[src/rtl/utrb_pkg.sv]
// Shared types, constants and pointer helpers for the serial port ring buffers.
// Used by the channel interfaces, the controller, the datapath and the top level.
package utrb_pkg;

  localparam int TX_DEPTH = 64;
  localparam int RX_DEPTH = 64;
  localparam int TX_PTR_W = $clog2(TX_DEPTH);
  localparam int RX_PTR_W = $clog2(RX_DEPTH);
  localparam int BYTE_W   = 8;

  typedef logic [TX_PTR_W-1:0] tx_ptr_t;
  typedef logic [RX_PTR_W-1:0] rx_ptr_t;
  typedef logic [BYTE_W-1:0]   byte_t;

  typedef enum logic [1:0] {
    ACT_SEND   = 2'd0,
    ACT_RECV   = 2'd1,
    ACT_ARRIVE = 2'd2,
    ACT_TXE    = 2'd3
  } action_t;

  typedef enum logic {
    ST_IDLE = 1'b0,
    ST_EXEC = 1'b1
  } state_t;

  typedef struct packed {
    logic capture;
    logic execute;
  } utrb_cmd_t;

  typedef struct packed {
    action_t action;
    byte_t   data;
  } utrb_item_t;

  typedef struct packed {
    logic  status;
    byte_t data_out;
    logic  line_out_valid;
    logic  arrival_notify;
    logic  empty_request_enabled;
    logic  tx_busy;
  } utrb_result_t;

  function automatic tx_ptr_t tx_advance(tx_ptr_t p);
    return (p == tx_ptr_t'(TX_DEPTH - 1)) ? '0 : tx_ptr_t'(p + 1'b1);
  endfunction

  function automatic rx_ptr_t rx_advance(rx_ptr_t p);
    return (p == rx_ptr_t'(RX_DEPTH - 1)) ? '0 : rx_ptr_t'(p + 1'b1);
  endfunction

endpackage

[src/rtl/utrb_if.sv]
// Valid/ready channel interfaces for input words and result words.
// Depends on utrb_pkg for the byte width.
interface utrb_in_if;
  import utrb_pkg::*;
  logic        valid;
  logic        ready;
  logic [1:0]  action;
  byte_t       data_in;

  modport source (output valid, output action, output data_in, input ready);
  modport sink   (input valid, input action, input data_in, output ready);
endinterface

interface utrb_out_if;
  import utrb_pkg::*;
  logic  valid;
  logic  ready;
  logic  status;
  byte_t data_out;
  logic  line_out_valid;
  logic  arrival_notify;
  logic  empty_request_enabled;
  logic  tx_busy;

  modport source (
    output valid, output status, output data_out, output line_out_valid,
    output arrival_notify, output empty_request_enabled, output tx_busy,
    input ready
  );
  modport sink (
    input valid, input status, input data_out, input line_out_valid,
    input arrival_notify, input empty_request_enabled, input tx_busy,
    output ready
  );
endinterface

[src/rtl/uart_tx_rx_ring_buffers.sv]
// Serial port buffering front end: transmit and receive ring queues.
// Each word is captured with a store read, then executed into the output register.
// The result is registered by the execute step once the output register is free; a waiting
// result holds the execute state, and no new word is accepted until the current one has been
// executed. The capture step serves the registered read of the byte stores ahead of execute.
// Synchronous active-low reset empties both queues and clears the request enable.
module uart_tx_rx_ring_buffers (
  input  logic              clk,
  input  logic              rst_n,
  utrb_in_if.sink           in_ch,
  utrb_out_if.source        out_ch
);
  import utrb_pkg::*;

  utrb_cmd_t    cmd;
  utrb_item_t   item;
  utrb_result_t res;

  assign item.action = action_t'(in_ch.action);
  assign item.data   = in_ch.data_in;

  utrb_ctrl u_ctrl (
    .clk       (clk),
    .rst_n     (rst_n),
    .in_valid  (in_ch.valid),
    .in_ready  (in_ch.ready),
    .out_valid (out_ch.valid),
    .out_ready (out_ch.ready),
    .cmd       (cmd)
  );

  utrb_dp u_dp (
    .clk   (clk),
    .rst_n (rst_n),
    .cmd   (cmd),
    .item  (item),
    .res   (res)
  );

  assign out_ch.status                = res.status;
  assign out_ch.data_out              = res.data_out;
  assign out_ch.line_out_valid        = res.line_out_valid;
  assign out_ch.arrival_notify        = res.arrival_notify;
  assign out_ch.empty_request_enabled = res.empty_request_enabled;
  assign out_ch.tx_busy               = res.tx_busy;

endmodule

[src/rtl/utrb_ram.sv]
// Generic simple dual-port RAM with one write port and one registered read port.
// Stands alone; width and depth are set by the instantiating module.
module utrb_ram #(
  parameter int WIDTH = 8,
  parameter int DEPTH = 64
) (
  input  logic                     clk,
  input  logic                     we,
  input  logic [$clog2(DEPTH)-1:0] waddr,
  input  logic [WIDTH-1:0]         wdata,
  input  logic                     re,
  input  logic [$clog2(DEPTH)-1:0] raddr,
  output logic [WIDTH-1:0]         rdata_r
);

  logic [WIDTH-1:0] mem [DEPTH];

  always_ff @(posedge clk) begin
    if (we) begin
      mem[waddr] <= wdata;
    end
    if (re) begin
      rdata_r <= mem[raddr];
    end
  end

endmodule

[src/rtl/utrb_ctrl.sv]
// Controller state machine: accepts one word, runs its execute step, owns the
// output valid flag. Depends on utrb_pkg for the state and command types.
module utrb_ctrl (
  input  logic                clk,
  input  logic                rst_n,
  input  logic                in_valid,
  output logic                in_ready,
  output logic                out_valid,
  input  logic                out_ready,
  output utrb_pkg::utrb_cmd_t cmd
);
  import utrb_pkg::*;

  state_t state_r, state_nxt;
  logic   out_valid_r, out_valid_nxt;
  logic   slot_free;

  assign slot_free = !out_valid_r || out_ready;

  always_comb begin
    state_nxt = state_r;
    unique case (state_r)
      ST_IDLE: begin
        if (in_valid) begin
          state_nxt = ST_EXEC;
        end
      end
      ST_EXEC: begin
        if (slot_free) begin
          state_nxt = ST_IDLE;
        end
      end
    endcase
  end

  always_comb begin
    in_ready      = 1'b0;
    cmd           = '0;
    out_valid_nxt = out_valid_r && !out_ready;
    unique case (state_r)
      ST_IDLE: begin
        in_ready    = 1'b1;
        cmd.capture = in_valid;
      end
      ST_EXEC: begin
        if (slot_free) begin
          cmd.execute   = 1'b1;
          out_valid_nxt = 1'b1;
        end
      end
    endcase
  end

  always_ff @(posedge clk) begin
    if (!rst_n) begin
      state_r     <= ST_IDLE;
      out_valid_r <= 1'b0;
    end else begin
      state_r     <= state_nxt;
      out_valid_r <= out_valid_nxt;
    end
  end

  assign out_valid = out_valid_r;

  a_capture_then_exec: assert property (@(posedge clk) disable iff (!rst_n)
    cmd.capture |=> state_r == ST_EXEC)
    else $error("capture not followed by execute state");

  a_exec_sets_valid: assert property (@(posedge clk) disable iff (!rst_n)
    cmd.execute |=> out_valid_r)
    else $error("execute did not present a result");

  a_cmd_exclusive: assert property (@(posedge clk) disable iff (!rst_n)
    !(cmd.capture && cmd.execute))
    else $error("capture and execute in the same cycle");

endmodule

[src/rtl/utrb_dp.sv]
// Datapath: queue pointers, request enable, both byte stores and the result
// register. Depends on utrb_pkg and utrb_ram; driven by utrb_ctrl commands.
module utrb_dp (
  input  logic                   clk,
  input  logic                   rst_n,
  input  utrb_pkg::utrb_cmd_t    cmd,
  input  utrb_pkg::utrb_item_t   item,
  output utrb_pkg::utrb_result_t res
);
  import utrb_pkg::*;

  tx_ptr_t      tx_wr_ptr_r, tx_wr_ptr_nxt, tx_rd_ptr_r, tx_rd_ptr_nxt;
  rx_ptr_t      rx_wr_ptr_r, rx_wr_ptr_nxt, rx_rd_ptr_r, rx_rd_ptr_nxt;
  logic         req_en_r, req_en_nxt;
  utrb_item_t   item_r;
  utrb_result_t res_r, res_nxt;
  byte_t        tx_rdata, rx_rdata;
  logic         tx_we, rx_we;
  logic         tx_full, tx_empty, rx_full, rx_empty;

  assign tx_full  = tx_advance(tx_wr_ptr_r) == tx_rd_ptr_r;
  assign tx_empty = tx_wr_ptr_r == tx_rd_ptr_r;
  assign rx_full  = rx_advance(rx_wr_ptr_r) == rx_rd_ptr_r;
  assign rx_empty = rx_wr_ptr_r == rx_rd_ptr_r;

  utrb_ram #(.WIDTH(BYTE_W), .DEPTH(TX_DEPTH)) u_tx_ram (
    .clk     (clk),
    .we      (tx_we),
    .waddr   (tx_wr_ptr_r),
    .wdata   (item_r.data),
    .re      (cmd.capture),
    .raddr   (tx_rd_ptr_r),
    .rdata_r (tx_rdata)
  );

  utrb_ram #(.WIDTH(BYTE_W), .DEPTH(RX_DEPTH)) u_rx_ram (
    .clk     (clk),
    .we      (rx_we),
    .waddr   (rx_wr_ptr_r),
    .wdata   (item_r.data),
    .re      (cmd.capture),
    .raddr   (rx_rd_ptr_r),
    .rdata_r (rx_rdata)
  );

  always_comb begin
    tx_wr_ptr_nxt = tx_wr_ptr_r;
    tx_rd_ptr_nxt = tx_rd_ptr_r;
    rx_wr_ptr_nxt = rx_wr_ptr_r;
    rx_rd_ptr_nxt = rx_rd_ptr_r;
    req_en_nxt    = req_en_r;
    tx_we         = 1'b0;
    rx_we         = 1'b0;
    res_nxt       = '0;
    unique case (item_r.action)
      ACT_SEND: begin
        if (tx_full) begin
          res_nxt.status = 1'b1;
        end else begin
          tx_we         = cmd.execute;
          tx_wr_ptr_nxt = tx_advance(tx_wr_ptr_r);
          req_en_nxt    = 1'b1;
        end
      end
      ACT_RECV: begin
        if (rx_empty) begin
          res_nxt.status = 1'b1;
        end else begin
          res_nxt.data_out = rx_rdata;
          rx_rd_ptr_nxt    = rx_advance(rx_rd_ptr_r);
        end
      end
      ACT_ARRIVE: begin
        if (rx_full) begin
          res_nxt.status = 1'b1;
        end else begin
          rx_we         = cmd.execute;
          rx_wr_ptr_nxt = rx_advance(rx_wr_ptr_r);
        end
        res_nxt.data_out       = item_r.data;
        res_nxt.arrival_notify = 1'b1;
      end
      ACT_TXE: begin
        if (!tx_empty) begin
          res_nxt.data_out       = tx_rdata;
          res_nxt.line_out_valid = 1'b1;
          tx_rd_ptr_nxt          = tx_advance(tx_rd_ptr_r);
        end else begin
          req_en_nxt = 1'b0;
        end
      end
    endcase
    res_nxt.empty_request_enabled = req_en_nxt;
    res_nxt.tx_busy               = tx_wr_ptr_nxt != tx_rd_ptr_nxt;
  end

  always_ff @(posedge clk) begin
    if (!rst_n) begin
      tx_wr_ptr_r <= '0;
      tx_rd_ptr_r <= '0;
      rx_wr_ptr_r <= '0;
      rx_rd_ptr_r <= '0;
      req_en_r    <= 1'b0;
    end else if (cmd.execute) begin
      tx_wr_ptr_r <= tx_wr_ptr_nxt;
      tx_rd_ptr_r <= tx_rd_ptr_nxt;
      rx_wr_ptr_r <= rx_wr_ptr_nxt;
      rx_rd_ptr_r <= rx_rd_ptr_nxt;
      req_en_r    <= req_en_nxt;
    end
  end

  always_ff @(posedge clk) begin
    if (cmd.capture) begin
      item_r <= item;
    end
    if (cmd.execute) begin
      res_r <= res_nxt;
    end
  end

  assign res = res_r;

  a_tx_ptr_range: assert property (@(posedge clk) disable iff (!rst_n)
    (tx_wr_ptr_r <= tx_ptr_t'(TX_DEPTH - 1)) && (tx_rd_ptr_r <= tx_ptr_t'(TX_DEPTH - 1)))
    else $error("transmit pointer out of range");

  a_rx_ptr_range: assert property (@(posedge clk) disable iff (!rst_n)
    (rx_wr_ptr_r <= rx_ptr_t'(RX_DEPTH - 1)) && (rx_rd_ptr_r <= rx_ptr_t'(RX_DEPTH - 1)))
    else $error("receive pointer out of range");

  a_send_sets_busy: assert property (@(posedge clk) disable iff (!rst_n)
    (cmd.execute && item_r.action == ACT_SEND && !tx_full) |=> (req_en_r && !tx_empty))
    else $error("accepted send left transmit queue idle");

endmodule
[src/flat_wrapper.sv]
// flat-port wrapper written by rule: the top's interface ports become plain ports
module uart_tx_rx_ring_buffers_flat import utrb_pkg::*;
  (clk, rst_n, in_ch_valid, in_ch_action, in_ch_data_in, in_ch_ready, out_ch_valid, out_ch_status, out_ch_data_out, out_ch_line_out_valid, out_ch_arrival_notify, out_ch_empty_request_enabled, out_ch_tx_busy, out_ch_ready);
  utrb_in_if in_ch_i ();
  utrb_out_if out_ch_i ();
  input  logic clk;
  input  logic rst_n;
  input wire logic [$bits(in_ch_i.valid)-1:0] in_ch_valid;
  input wire logic [$bits(in_ch_i.action)-1:0] in_ch_action;
  input wire logic [$bits(in_ch_i.data_in)-1:0] in_ch_data_in;
  output wire logic [$bits(in_ch_i.ready)-1:0] in_ch_ready;
  output wire logic [$bits(out_ch_i.valid)-1:0] out_ch_valid;
  output wire logic [$bits(out_ch_i.status)-1:0] out_ch_status;
  output wire logic [$bits(out_ch_i.data_out)-1:0] out_ch_data_out;
  output wire logic [$bits(out_ch_i.line_out_valid)-1:0] out_ch_line_out_valid;
  output wire logic [$bits(out_ch_i.arrival_notify)-1:0] out_ch_arrival_notify;
  output wire logic [$bits(out_ch_i.empty_request_enabled)-1:0] out_ch_empty_request_enabled;
  output wire logic [$bits(out_ch_i.tx_busy)-1:0] out_ch_tx_busy;
  input wire logic [$bits(out_ch_i.ready)-1:0] out_ch_ready;
  assign in_ch_i.valid = in_ch_valid;
  assign in_ch_i.action = in_ch_action;
  assign in_ch_i.data_in = in_ch_data_in;
  assign in_ch_ready = in_ch_i.ready;
  assign out_ch_valid = out_ch_i.valid;
  assign out_ch_status = out_ch_i.status;
  assign out_ch_data_out = out_ch_i.data_out;
  assign out_ch_line_out_valid = out_ch_i.line_out_valid;
  assign out_ch_arrival_notify = out_ch_i.arrival_notify;
  assign out_ch_empty_request_enabled = out_ch_i.empty_request_enabled;
  assign out_ch_tx_busy = out_ch_i.tx_busy;
  assign out_ch_i.ready = out_ch_ready;
  uart_tx_rx_ring_buffers u_core (.clk(clk), .rst_n(rst_n), .in_ch(in_ch_i), .out_ch(out_ch_i));
endmodule
[config.mk]
export PLATFORM = sky130hd
export DESIGN_NAME = uart_tx_rx_ring_buffers_flat
export DESIGN_NICKNAME = d
export VERILOG_FILES = /design/src/rtl/utrb_pkg.sv /design/src/rtl/utrb_if.sv /design/src/rtl/uart_tx_rx_ring_buffers.sv /design/src/rtl/utrb_ram.sv /design/src/rtl/utrb_ctrl.sv /design/src/rtl/utrb_dp.sv /design/src/flat_wrapper.sv
export SDC_FILE = /design/constraint.sdc
export NUM_CORES = 1
export LEC_CHECK = 0
export BUFFER_PORTS_ARGS = -buffer_cell sky130_fd_sc_hd__buf_2
export CORE_MARGIN = 2
export CORE_UTILIZATION = 65
export DETAILED_ROUTE_END_ITERATION = 7
export PLACE_DENSITY = 0.78
export SKIP_LAST_GASP = 1
export SLEW_MARGIN = 40
export SYNTH_ARGS = -nofsm -noshare
export SYNTH_HDL_FRONTEND = slang
export SYNTH_SLANG_ARGS = --single-unit
[constraint.sdc]
create_clock -name clk -period 5.47 [get_ports clk]
set_input_delay 1.094 -clock clk [delete_from_list [all_inputs] [get_ports clk]]
set_output_delay 1.094 -clock clk [all_outputs]
set_load 0.05 [all_outputs]
Word-level counts from Yosys, hierarchy flattened
Memories as Yosys holds them, arrays and structs flattened. A register that Yosys moved wholly into a read port is not among the register bits.
Cells that the tools add are included.
{"block": "word_totals", "regBits": 50, "latch_bits": 0, "ram_bits": 1024, "rom_bits": 0, "in_bits": 14, "out_inout_bits": 15, "wordCells": 79, "memories": 2}
{"block": "op_classes", "add_sub_neg": 4, "n_mul": 0, "div_mod_pow": 0, "order_cmp": 0, "eq_ne": 12, "shifts": 0, "mux": 36, "n_bitwise": 3, "n_reduce_logical": 7}
{"name": "u_core.u_dp.u_rx_ram.mem", "depth": 64, "word_bits": 8, "rd": 1, "rd_clocked_by_memory_dff": 1, "wr": 1, "line": "utrb_ram.sv:16", "text": "logic [WIDTH-1:0] mem [DEPTH];"}
{"name": "u_core.u_dp.u_tx_ram.mem", "depth": 64, "word_bits": 8, "rd": 1, "rd_clocked_by_memory_dff": 1, "wr": 1, "line": "utrb_ram.sv:16"}
{"cell": "6-bit 2-to-1 mux", "count": 8}
{"cell": "6-bit by 1-bit adder with 6-bit output, second input constant", "count": 4}
{"cell": "6-bit equality test", "count": 4}
{"cell": "6-bit equality test, second input constant", "count": 4}
{"cell": "8-bit case mux with 3 select lines", "count": 1}
{"cell": "1-bit 2-to-1 mux", "count": 22}
{"cell": "9-bit 2-to-1 mux", "count": 1}
{"cell": "8-bit 2-to-1 mux", "count": 1}
{"cell": "6-bit != test", "count": 1}
{"cell": "3-bit AND reduction", "count": 2}
{"cell": "2-bit equality test, second input constant", "count": 2}
{"cell": "1-bit case mux with 2 select lines", "count": 2}
{"cell": "1-bit NOT", "count": 3}
{"cell": "1-bit case mux with 3 select lines", "count": 1}
{"cell": "2-bit by 1-bit equality test with 1-bit output, second input constant", "count": 1}
{"cell": "1-bit zero test", "count": 2}
{"cell": "2-bit zero test", "count": 1}
{"cell": "1-bit logical AND", "count": 1}
{"cell": "1-bit logical OR", "count": 1}

Logic depth before layout (Yosys ltp)
Gate-level depths: netlist (run 1).
{"block": "logic_depth", "ltp_word": 8, "depth_mapped": 11, "ltp_nobuf": 9}

By module
A second synthesis (run 1) with hierarchy kept.
{"block": "unflattened", "cells_unflattened": 2199, "area_unflattened_um2": 43441.7}
{"mod": "utrb_ram", "instances": 2, "cells_per_inst": 940, "area_per_inst_um2": 20246.9, "seq_area_each_um2": 15615.0}
{"mod": "utrb_dp", "instances": 1, "cells_per_inst": 310, "area_per_inst_um2": 2845.2, "seq_area_each_um2": 1191.1}
{"mod": "utrb_ctrl", "instances": 1, "cells_per_inst": 9, "area_per_inst_um2": 102.6, "seq_area_each_um2": 40.0}

Worst setup path after synthesis (run 1)
OpenSTA, ideal clock, no wires.
{"block": "synth_path", "path_type": "in2reg", "startpoint": "in out_ch_ready", "endpoint": "mem u_core.u_dp.u_rx_ram.mem[29][0], enable pin", "setup_time_ns": 0.370, "t_arrival_ns": 2.754, "required_time_ns": 5.100, "slack_ns": 2.345, "path_stages": 9, "path_buffers": 3, "cell_sequence": "nand2b_1 > and2_1 > clkbuf_1 > nand2_1 > a31o_1 > buf_6 > or3_1 > buf_2 > nor2_1"}
{"block": "synth_via", "elab_chain_len": 7}
{"item": "start, declared", "line": "flat_wrapper.sv:19", "text": "input wire logic [$bits(out_ch_i.ready)-1:0] out_ch_ready;"}
{"item": "1-bit logical OR", "line": "utrb_ctrl.sv:18", "text": "assign slot_free = !out_valid_r || out_ready;"}
{"item": "1-bit 2-to-1 mux", "line": "utrb_ctrl.sv:46", "text": "if (slot_free) begin"}
{"item": "1-bit 2-to-1 mux", "line": "utrb_ctrl.sv:40", "text": "unique case (state_r)"}
{"item": "1-bit 2-to-1 mux", "line": "utrb_dp.sv:74", "text": "if (rx_full) begin"}
{"item": "1-bit 2-to-1 mux", "line": "utrb_dp.sv:55", "text": "unique case (item_r.action)"}
{"item": "1-bit 2-to-1 mux", "line": "utrb_ram.sv:19", "text": "if (we) begin"}
{"item": "1-bit 2-to-1 mux (implied by the code)", "line": "utrb_ram.sv:20", "text": "mem[waddr] <= wdata;"}
{"item": "end, declared", "line": "utrb_ram.sv:16"}
No other way between the ends.

Final worst setup path (run 1)
{"block": "layout_path", "startpoint": "reg u_core.u_dp.tx_wr_ptr_r[0]", "endpoint": "mem u_core.u_dp.u_tx_ram.mem[35][2], enable pin"}
{"block": "layout_via", "elab_chain_len": 7, "word_cells_on_any_way": 8, "cone_classes": "add/sub (1); eq/ne (2); mux (5)"}
{"item": "start, declared", "line": "utrb_dp.sv:12", "text": "tx_ptr_t tx_wr_ptr_r, tx_wr_ptr_nxt, tx_rd_ptr_r, tx_rd_ptr_nxt;"}
{"item": "start signal, assigned", "line": "utrb_dp.sv:105", "text": "tx_wr_ptr_r <= tx_wr_ptr_nxt;"}
{"item": "6-bit by 1-bit adder with 6-bit output / 6-bit equality test (equally long branches)", "line": "utrb_pkg.sv:47", "text": "return (p == tx_ptr_t'(TX_DEPTH - 1)) ? '0 : tx_ptr_t'(p + 1'b1);"}
{"item": "6-bit 2-to-1 mux", "line": "utrb_pkg.sv:47"}
{"item": "6-bit equality test", "line": "utrb_dp.sv:21", "text": "assign tx_full = tx_advance(tx_wr_ptr_r) == tx_rd_ptr_r;"}
{"item": "1-bit 2-to-1 mux", "line": "utrb_dp.sv:57", "text": "if (tx_full) begin"}
{"item": "1-bit 2-to-1 mux", "line": "utrb_dp.sv:55"}
{"item": "1-bit 2-to-1 mux", "line": "utrb_ram.sv:19"}
{"item": "1-bit 2-to-1 mux (implied by the code)", "line": "utrb_ram.sv:20"}
{"item": "end, declared", "line": "utrb_ram.sv:16"}
Parallel ways exist; a longest one is shown, timed or not.

==> results of run 1 <==
[cells by family (layout without fill, tap and decap cells)]
logic type,Yosys count,count (layout),synth area share [%]
xor gates and xnor gates,37,37,0.767
muxes,379,379,15.7
adders and majority gates,9,9,0.260
and+or+nand+nor,316,316,3.28
buffers and inverters,149,270,1.64
DFF,1090,1090,75.1
AOI/OAI and AO/OA,193,193,3.27
[cell usage in the layout, fill, tap and decap left out, drive strengths merged, types with 8 or more instances in the layout]
cell	instances
ha	9
nand3	16
nand2	66
and3	9
o22ai	33
or3	8
nand3b	8
a222oi	8
bufinv	13
xnor2	23
buf	72
inv	13
mux4	240
clkbuf	116
dfxtp	27
edfxtp	1063
a21oi	51
o221ai	64
nand2b	8
o21ai	12
clkinv	50
xor2	14
mux2i	137
nor2	162
nor3	17
[how the worst min path moves through the flow]
stage / endpoint / slack, ns / from
CTS: u_core.u_dp.req_en_r / 0.52 / u_core.u_dp.req_en_r
global placement: u_core.u_dp.req_en_r / 0.50 / u_core.u_dp.req_en_r
floorplan: u_core.u_dp.req_en_r / 0.48 / u_core.u_dp.req_en_r
global route: u_core.u_ctrl.out_valid / 0.55 / u_core.u_ctrl.out_valid
detailed placement: u_core.u_dp.req_en_r / 0.50 / u_core.u_dp.req_en_r
finish: u_core.u_dp.req_en_r / 0.52 / u_core.u_dp.req_en_r
[where the power goes]
part           internal [W]  leakage, nW  total [W]  switching [W]
registers           0.00921         9.80    0.00924      0.0000343
clock network       0.00411         1.66    0.00710        0.00299
logic             0.0000959         2.76   0.000399       0.000303
[sequential cells by signal (all words and copies together) (netlist names)]
register	flops
u_core.u_dp.u_rx_ram.rdata_r	8
u_core.u_ctrl.out_valid	1
u_core.u_dp.res	13
u_core.u_dp.item_r	10
u_core.u_dp.u_rx_ram.mem	512
u_core.u_dp.u_tx_ram.rdata_r	8
u_core.u_ctrl.state_r	1
u_core.u_dp.tx_rd_ptr_r	6
u_core.u_dp.rx_rd_ptr_r	6
u_core.u_dp.rx_wr_ptr_r	6
u_core.u_dp.u_tx_ram.mem	512
u_core.u_dp.req_en_r	1
u_core.u_dp.tx_wr_ptr_r	6
[stage by stage]
stage                     setup WS (ns)  power, W  cells  hold WS (ns)  cell area (um2)
after global placement             1.41   0.00980   2965         0.496            44200
after CTS                          1.23    0.0168   3158         0.520            47700
after detailed placement           1.29   0.00981   2971         0.505            44300
after floorplan                    2.35   0.00964   2173         0.478            43200
final                              1.22    0.0167   3158         0.518            47700
after global routing               1.00    0.0171   3158         0.550            47700
[metal layers]
metal / part of all wire (%) / GRT usage (%) / up-vias
met3: 8.7 / 5.20 / 239
met1: 37 / 40.9 / 11200
met2: 49 / 47.6 / 1317
li1: - / - / 9028
met4: 4.6 / 12.6 / 0
met5: 0 / 0 / -
[worst min-delay path, stage by stage, from the launching register on]
cell and delay, ns:
dfxtp_1 0.34, mux2i_1 0.07, nor2_1 0.07
[cell type report]
type                       count  area share (%)
tap                          864            2.27
multi-input combinational    934            21.2
clock buffer                 116            5.57
clock inverter                71            1.52
inverter                      11          0.0866
timing repair buffer          72            1.24
sequential                  1090            68.1
==> flow_summary.yaml, run 1 <==
status:
  status: "complete, no violations"
synthesis:
  netlist_area_um2: 43200
  synth_commonest_cells: "edfxtp_1, mux4_2, nor2_1, mux2i_1"
  synth-main-ff-cell: "edfxtp_1"
  yosys.area.top_type: "edfxtp_1"
  synth_nets: 2196
  synth-edff-count: 1063
  yosys.cell_types.count: 60
  netlist.area_leader.share_pct: 73.8
  seq_area_frac_synth_pct: 75.1
  synth_seq_cells: 1090
  syn_inst: 2173
  ys_async_sr_fraction_pct: 0
  ys_warn_count: 0
  synth.most_common_cell: "edfxtp_1"
  syn_avg_cell_area_um2: 19.9
  synth.area.top_cells: "edfxtp_1, mux4_2, mux2i_1, nor2_1, o221ai_1"
worst_setup_path:
  cpMaxStageDelayCell: "dfxtp_1"
  reg2reg_slack_ns: 1.22
  worstReg2RegStart: "u_core.u_dp.tx_wr_ptr_r[0]"
  critPathKind: "flip-flop to flip-flop"
  slowest_delay_ns: 0.75
  crit_end: "u_core.u_dp.u_tx_ram.mem[35][2]"
  cp.depth: 8
  worstPathCellList: "ha_1 > and3_1 > mux2i_1 > a2111oi_4 > a41oi_4 > and2_1 > nand4b_2 > nor2_1"
  worst-path-buf-inv: 0
  critPathMaxFanout: 19
  critPathRequiredTime_ns: 5.75
  regToRegEndpoint: "u_core.u_dp.u_tx_ram.mem[35][2]"
  r2r_cells: 8
  endpoint_kind: "flip-flop"
  crit_start: "u_core.u_dp.tx_wr_ptr_r[0]"
  path_delay_family: "simple AND/OR/NAND/NOR gates"
  worstSetupStartpointType: "flip-flop"
  cp.arrival_ns: 4.52
floorplanning:
  initial_core_util_pct: 65.7
  fp.dieH_um: 262
  std_cell_rows: 94
  die_w_um: 262
  io_pins: 29
  coreArea_um2: 65900
  dieArea_um2: 68600
clock_network:
  htree_levels: 3
  cts_setup_buffers: 0
  cts_inserted_buffers: 101
  path_clk_slew_ns: 0.06
  cts_tree: "done"
  numClockSinks: 1090
  clk_latency_ns: 0.65
  hold_buffers: 0
  cts_buffer_depth: 3
  cts_resized: 0
  cts.root.buffer_cell: "clkbuf_16"
timing:
  fin_crit_sh_pct: 77.6
  timing.fmax_mhz: 235
  slew_headroom_pct: 43.8
  worstMarginPinSlew_ns: 0.841
  min_period_ns: 4.25
  fin_tns_setup_ns: 0
  hold_viol_final: 0
  rsz0062_at_grt: "false"
  setup_violations: 0
  slew_violations: 0
  clock_skew_ns: 0.0159
worst_hold_path:
  whs_path_depth: 2
  hp-class: "flip-flop to flip-flop"
power_and_ir_drop:
  powerDensity_nw_per_um2: 351
  ir_worst_vdd_mv: 0.274
  leakage_nw: 14.2
cells_and_area:
  layout-drive-gt1-share_pct: 22.1
  multi_input_area_um2: 10100
  areaGrowthSynthToFinish_pct: 10.3
  layout.nets: 2233
  fillers: 3670
  antenna_cells: 0
  post-route-util_pct: 72.4
  regArea_um2: 32500
placement:
  portBuffers: 28
  gp_congestion: 0.937
  post-dp-hpwl_mm: 58.6
global_routing:
  grt_pass1_vias: 21700
  antenna_found_initial: 1
  grt_max_degree: 130
  grt_pass1_wl_mm: 145
  gr-usage-all-layers_pct: 29.6
  overflow: 0
drt:
  drt_first_pass_iters: 6
  ant_nets: 0
  num_vias: 21800
  routed_wirelength_mm: 98.6
  wl_per_cell_um: 31.2
  viasPerCell: 6.89
  drcViolationCount: 0
  drt_iter0_markers: 2967
run:
  maxCapViolCount: 0
No activity file was read; power rests on OpenSTA's default activity.
==> run 2: changes to the inputs <==
Settings changed: CORE_UTILIZATION 65 to 57, PLACE_DENSITY 0.78 to 0.73.
Clock period 5.47 ns to 3.55 ns, I/O delays scaled along.
==> flow_summary.yaml, run 2 (same netlist as run 1, synthesis figures left out) <==
clock_network:
  clk_latency_ns: 0.68
  numClockSinks: 1090
  cts_inserted_buffers: 105
  hold_buffers: 0
  cts_tree: "done"
  path_clk_slew_ns: 0.06
  cts.root.buffer_cell: "clkbuf_16"
  cts_buffer_depth: 3
  htree_levels: 3
worst_setup_path:
  path_delay_family: "simple AND/OR/NAND/NOR gates"
  worst-path-buf-inv: 1
  worstPathCellList: "ha_1 > and3_1 > mux2i_1 > a2111oi_4 > a41oi_4 > and2_1 > nand4b_2 > nor2_1 > buf_4"
  cpMaxStageDelayCell: "nand4b_2"
  slowest_delay_ns: 0.55
  critPathRequiredTime_ns: 3.94
  reg2reg_slack_ns: 0.19
  critPathMaxFanout: 8
  critPathKind: "flip-flop to flip-flop"
  worstSetupStartpointType: "flip-flop"
  cp.arrival_ns: 3.75
  endpoint_kind: "flip-flop"
timing:
  layout_setup_ws_ns: 0.192
  slew_headroom_pct: 40.4
  clock_skew_ns: 0.0454
  hold_viol_final: 0
  fin_tns_setup_ns: 0
  timing.fmax_mhz: 298
  setup_violations: 0
  slew_violations: 0
  rsz0062_at_grt: "false"
  holdWs_ns: 0.203
  min_period_ns: 3.36
  fin_crit_sh_pct: 94.6
  worstMarginPinSlew_ns: 0.891
placement:
  portBuffers: 28
  post-dp-hpwl_mm: 60.6
  gp_congestion: 0.934
  pre_cts_ws_ns: 0.238
power_and_ir_drop:
  leakage_nw: 15.0
  powerDensity_nw_per_um2: 522
  ir_worst_vdd_mv: 0.632
floorplanning:
  coreArea_um2: 75600
  dieArea_um2: 78100
  fp.dieH_um: 279
  std_cell_rows: 101
  initial_core_util_pct: 57.2
  die_w_um: 279
  io_pins: 29
cells_and_area:
  layout-drive-gt1-share_pct: 26.2
  fillers: 4899
  final_cell_mix: "edfxtp_1, mux4_2, buf_4, nor2_1, mux2i_1"
  layout.nets: 2388
  layout_commonest_cell: "edfxtp_1"
  areaGrowthSynthToFinish_pct: 13.3
drt:
  drt_first_pass_iters: 7
  drt_iter0_markers: 2954
  ant_nets: 0
  wl_per_cell_um: 28.5
  num_vias: 22000
  viasPerCell: 6.40
  routed_wirelength_mm: 97.9
  drcViolationCount: 0
run:
  maxCapViolCount: 0
global_routing:
  grt_max_degree: 107
  antenna_found_initial: 8
  grt_pass1_wl_mm: 145
  grt_pass1_vias: 21800
  gr-usage-all-layers_pct: 25.5
  overflow: 0
status:
  status: "complete, no violations"
worst_hold_path:
  hp-class: "input pin to flip-flop"
==> run 2: stage by stage <==
step | area (um2) | power, W | util [%] | instances
2_1_floorplan | 43200 | 0.0149 | - | 2173
3_3_place_gp | 45600 | 0.0151 | 60.3 | 3234
3_5_place_dp | 45600 | 0.0151 | 60.4 | 3236
4_1_cts | 49000 | 0.0257 | 64.8 | 3429
5_1_grt | 49000 | 0.0262 | 64.8 | 3429
6_report | 49000 | 0.0256 | 64.8 | 3431
==> run 2: worst paths after layout <==
kind | startpoint | end | cells past startpoint
worst max-delay path | u_core.u_dp.tx_wr_ptr_r[0] | u_core.u_dp.u_tx_ram.mem[27][6] | 9
worst min-delay path | in_ch_data_in[0] | u_core.u_dp.item_r[0] | 1
worst min register to register | u_core.u_dp.req_en_r | u_core.u_dp.req_en_r | 2
worst max register to register | u_core.u_dp.tx_wr_ptr_r[0] | u_core.u_dp.u_tx_ram.mem[27][6] | 9
==> run 2: area by class of cell <==
| cell class | count | area [um2] | area share, % |
|---|---|---|---|
| sequential | 1090 | 32500 | 66.3 |
| multi-input combinational | 934 | 10100 | 20.6 |
| clock buffer | 122 | 2700 | 5.51 |
| timing repair buffer | 223 | 1800 | 3.68 |
| tap | 978 | 1220 | 2.50 |
| clock inverter | 71 | 646 | 1.32 |
| inverter | 11 | 41.3 | 0.0843 |
| antenna | 2 | 5.00 | 0.0102 |
==> run 2: power by group <==
group / switching [W] / internal (W)
Clock: 0.00474 / 0.00599
Sequential: 0.0000592 / 0.0142
Combinational: 0.000454 / 0.000153
==> run 2: repair_timing <==
item | CTS | global route
resized for setup | 0 | 1
endpoints found under the setup margin | 0 | 56
buffers inserted | 0 | 0
==> run 2: layer usage <==
layer | part of all wire, % | GRT usage [%] | wire length (um)
met1 | 40 | 36.1 | 39000
met2 | 49 | 41.5 | 48400
met3 | 7.5 | 4.15 | 7370
met4 | 3.1 | 7.91 | 3050
met5 | 0.027 | 0 | 26
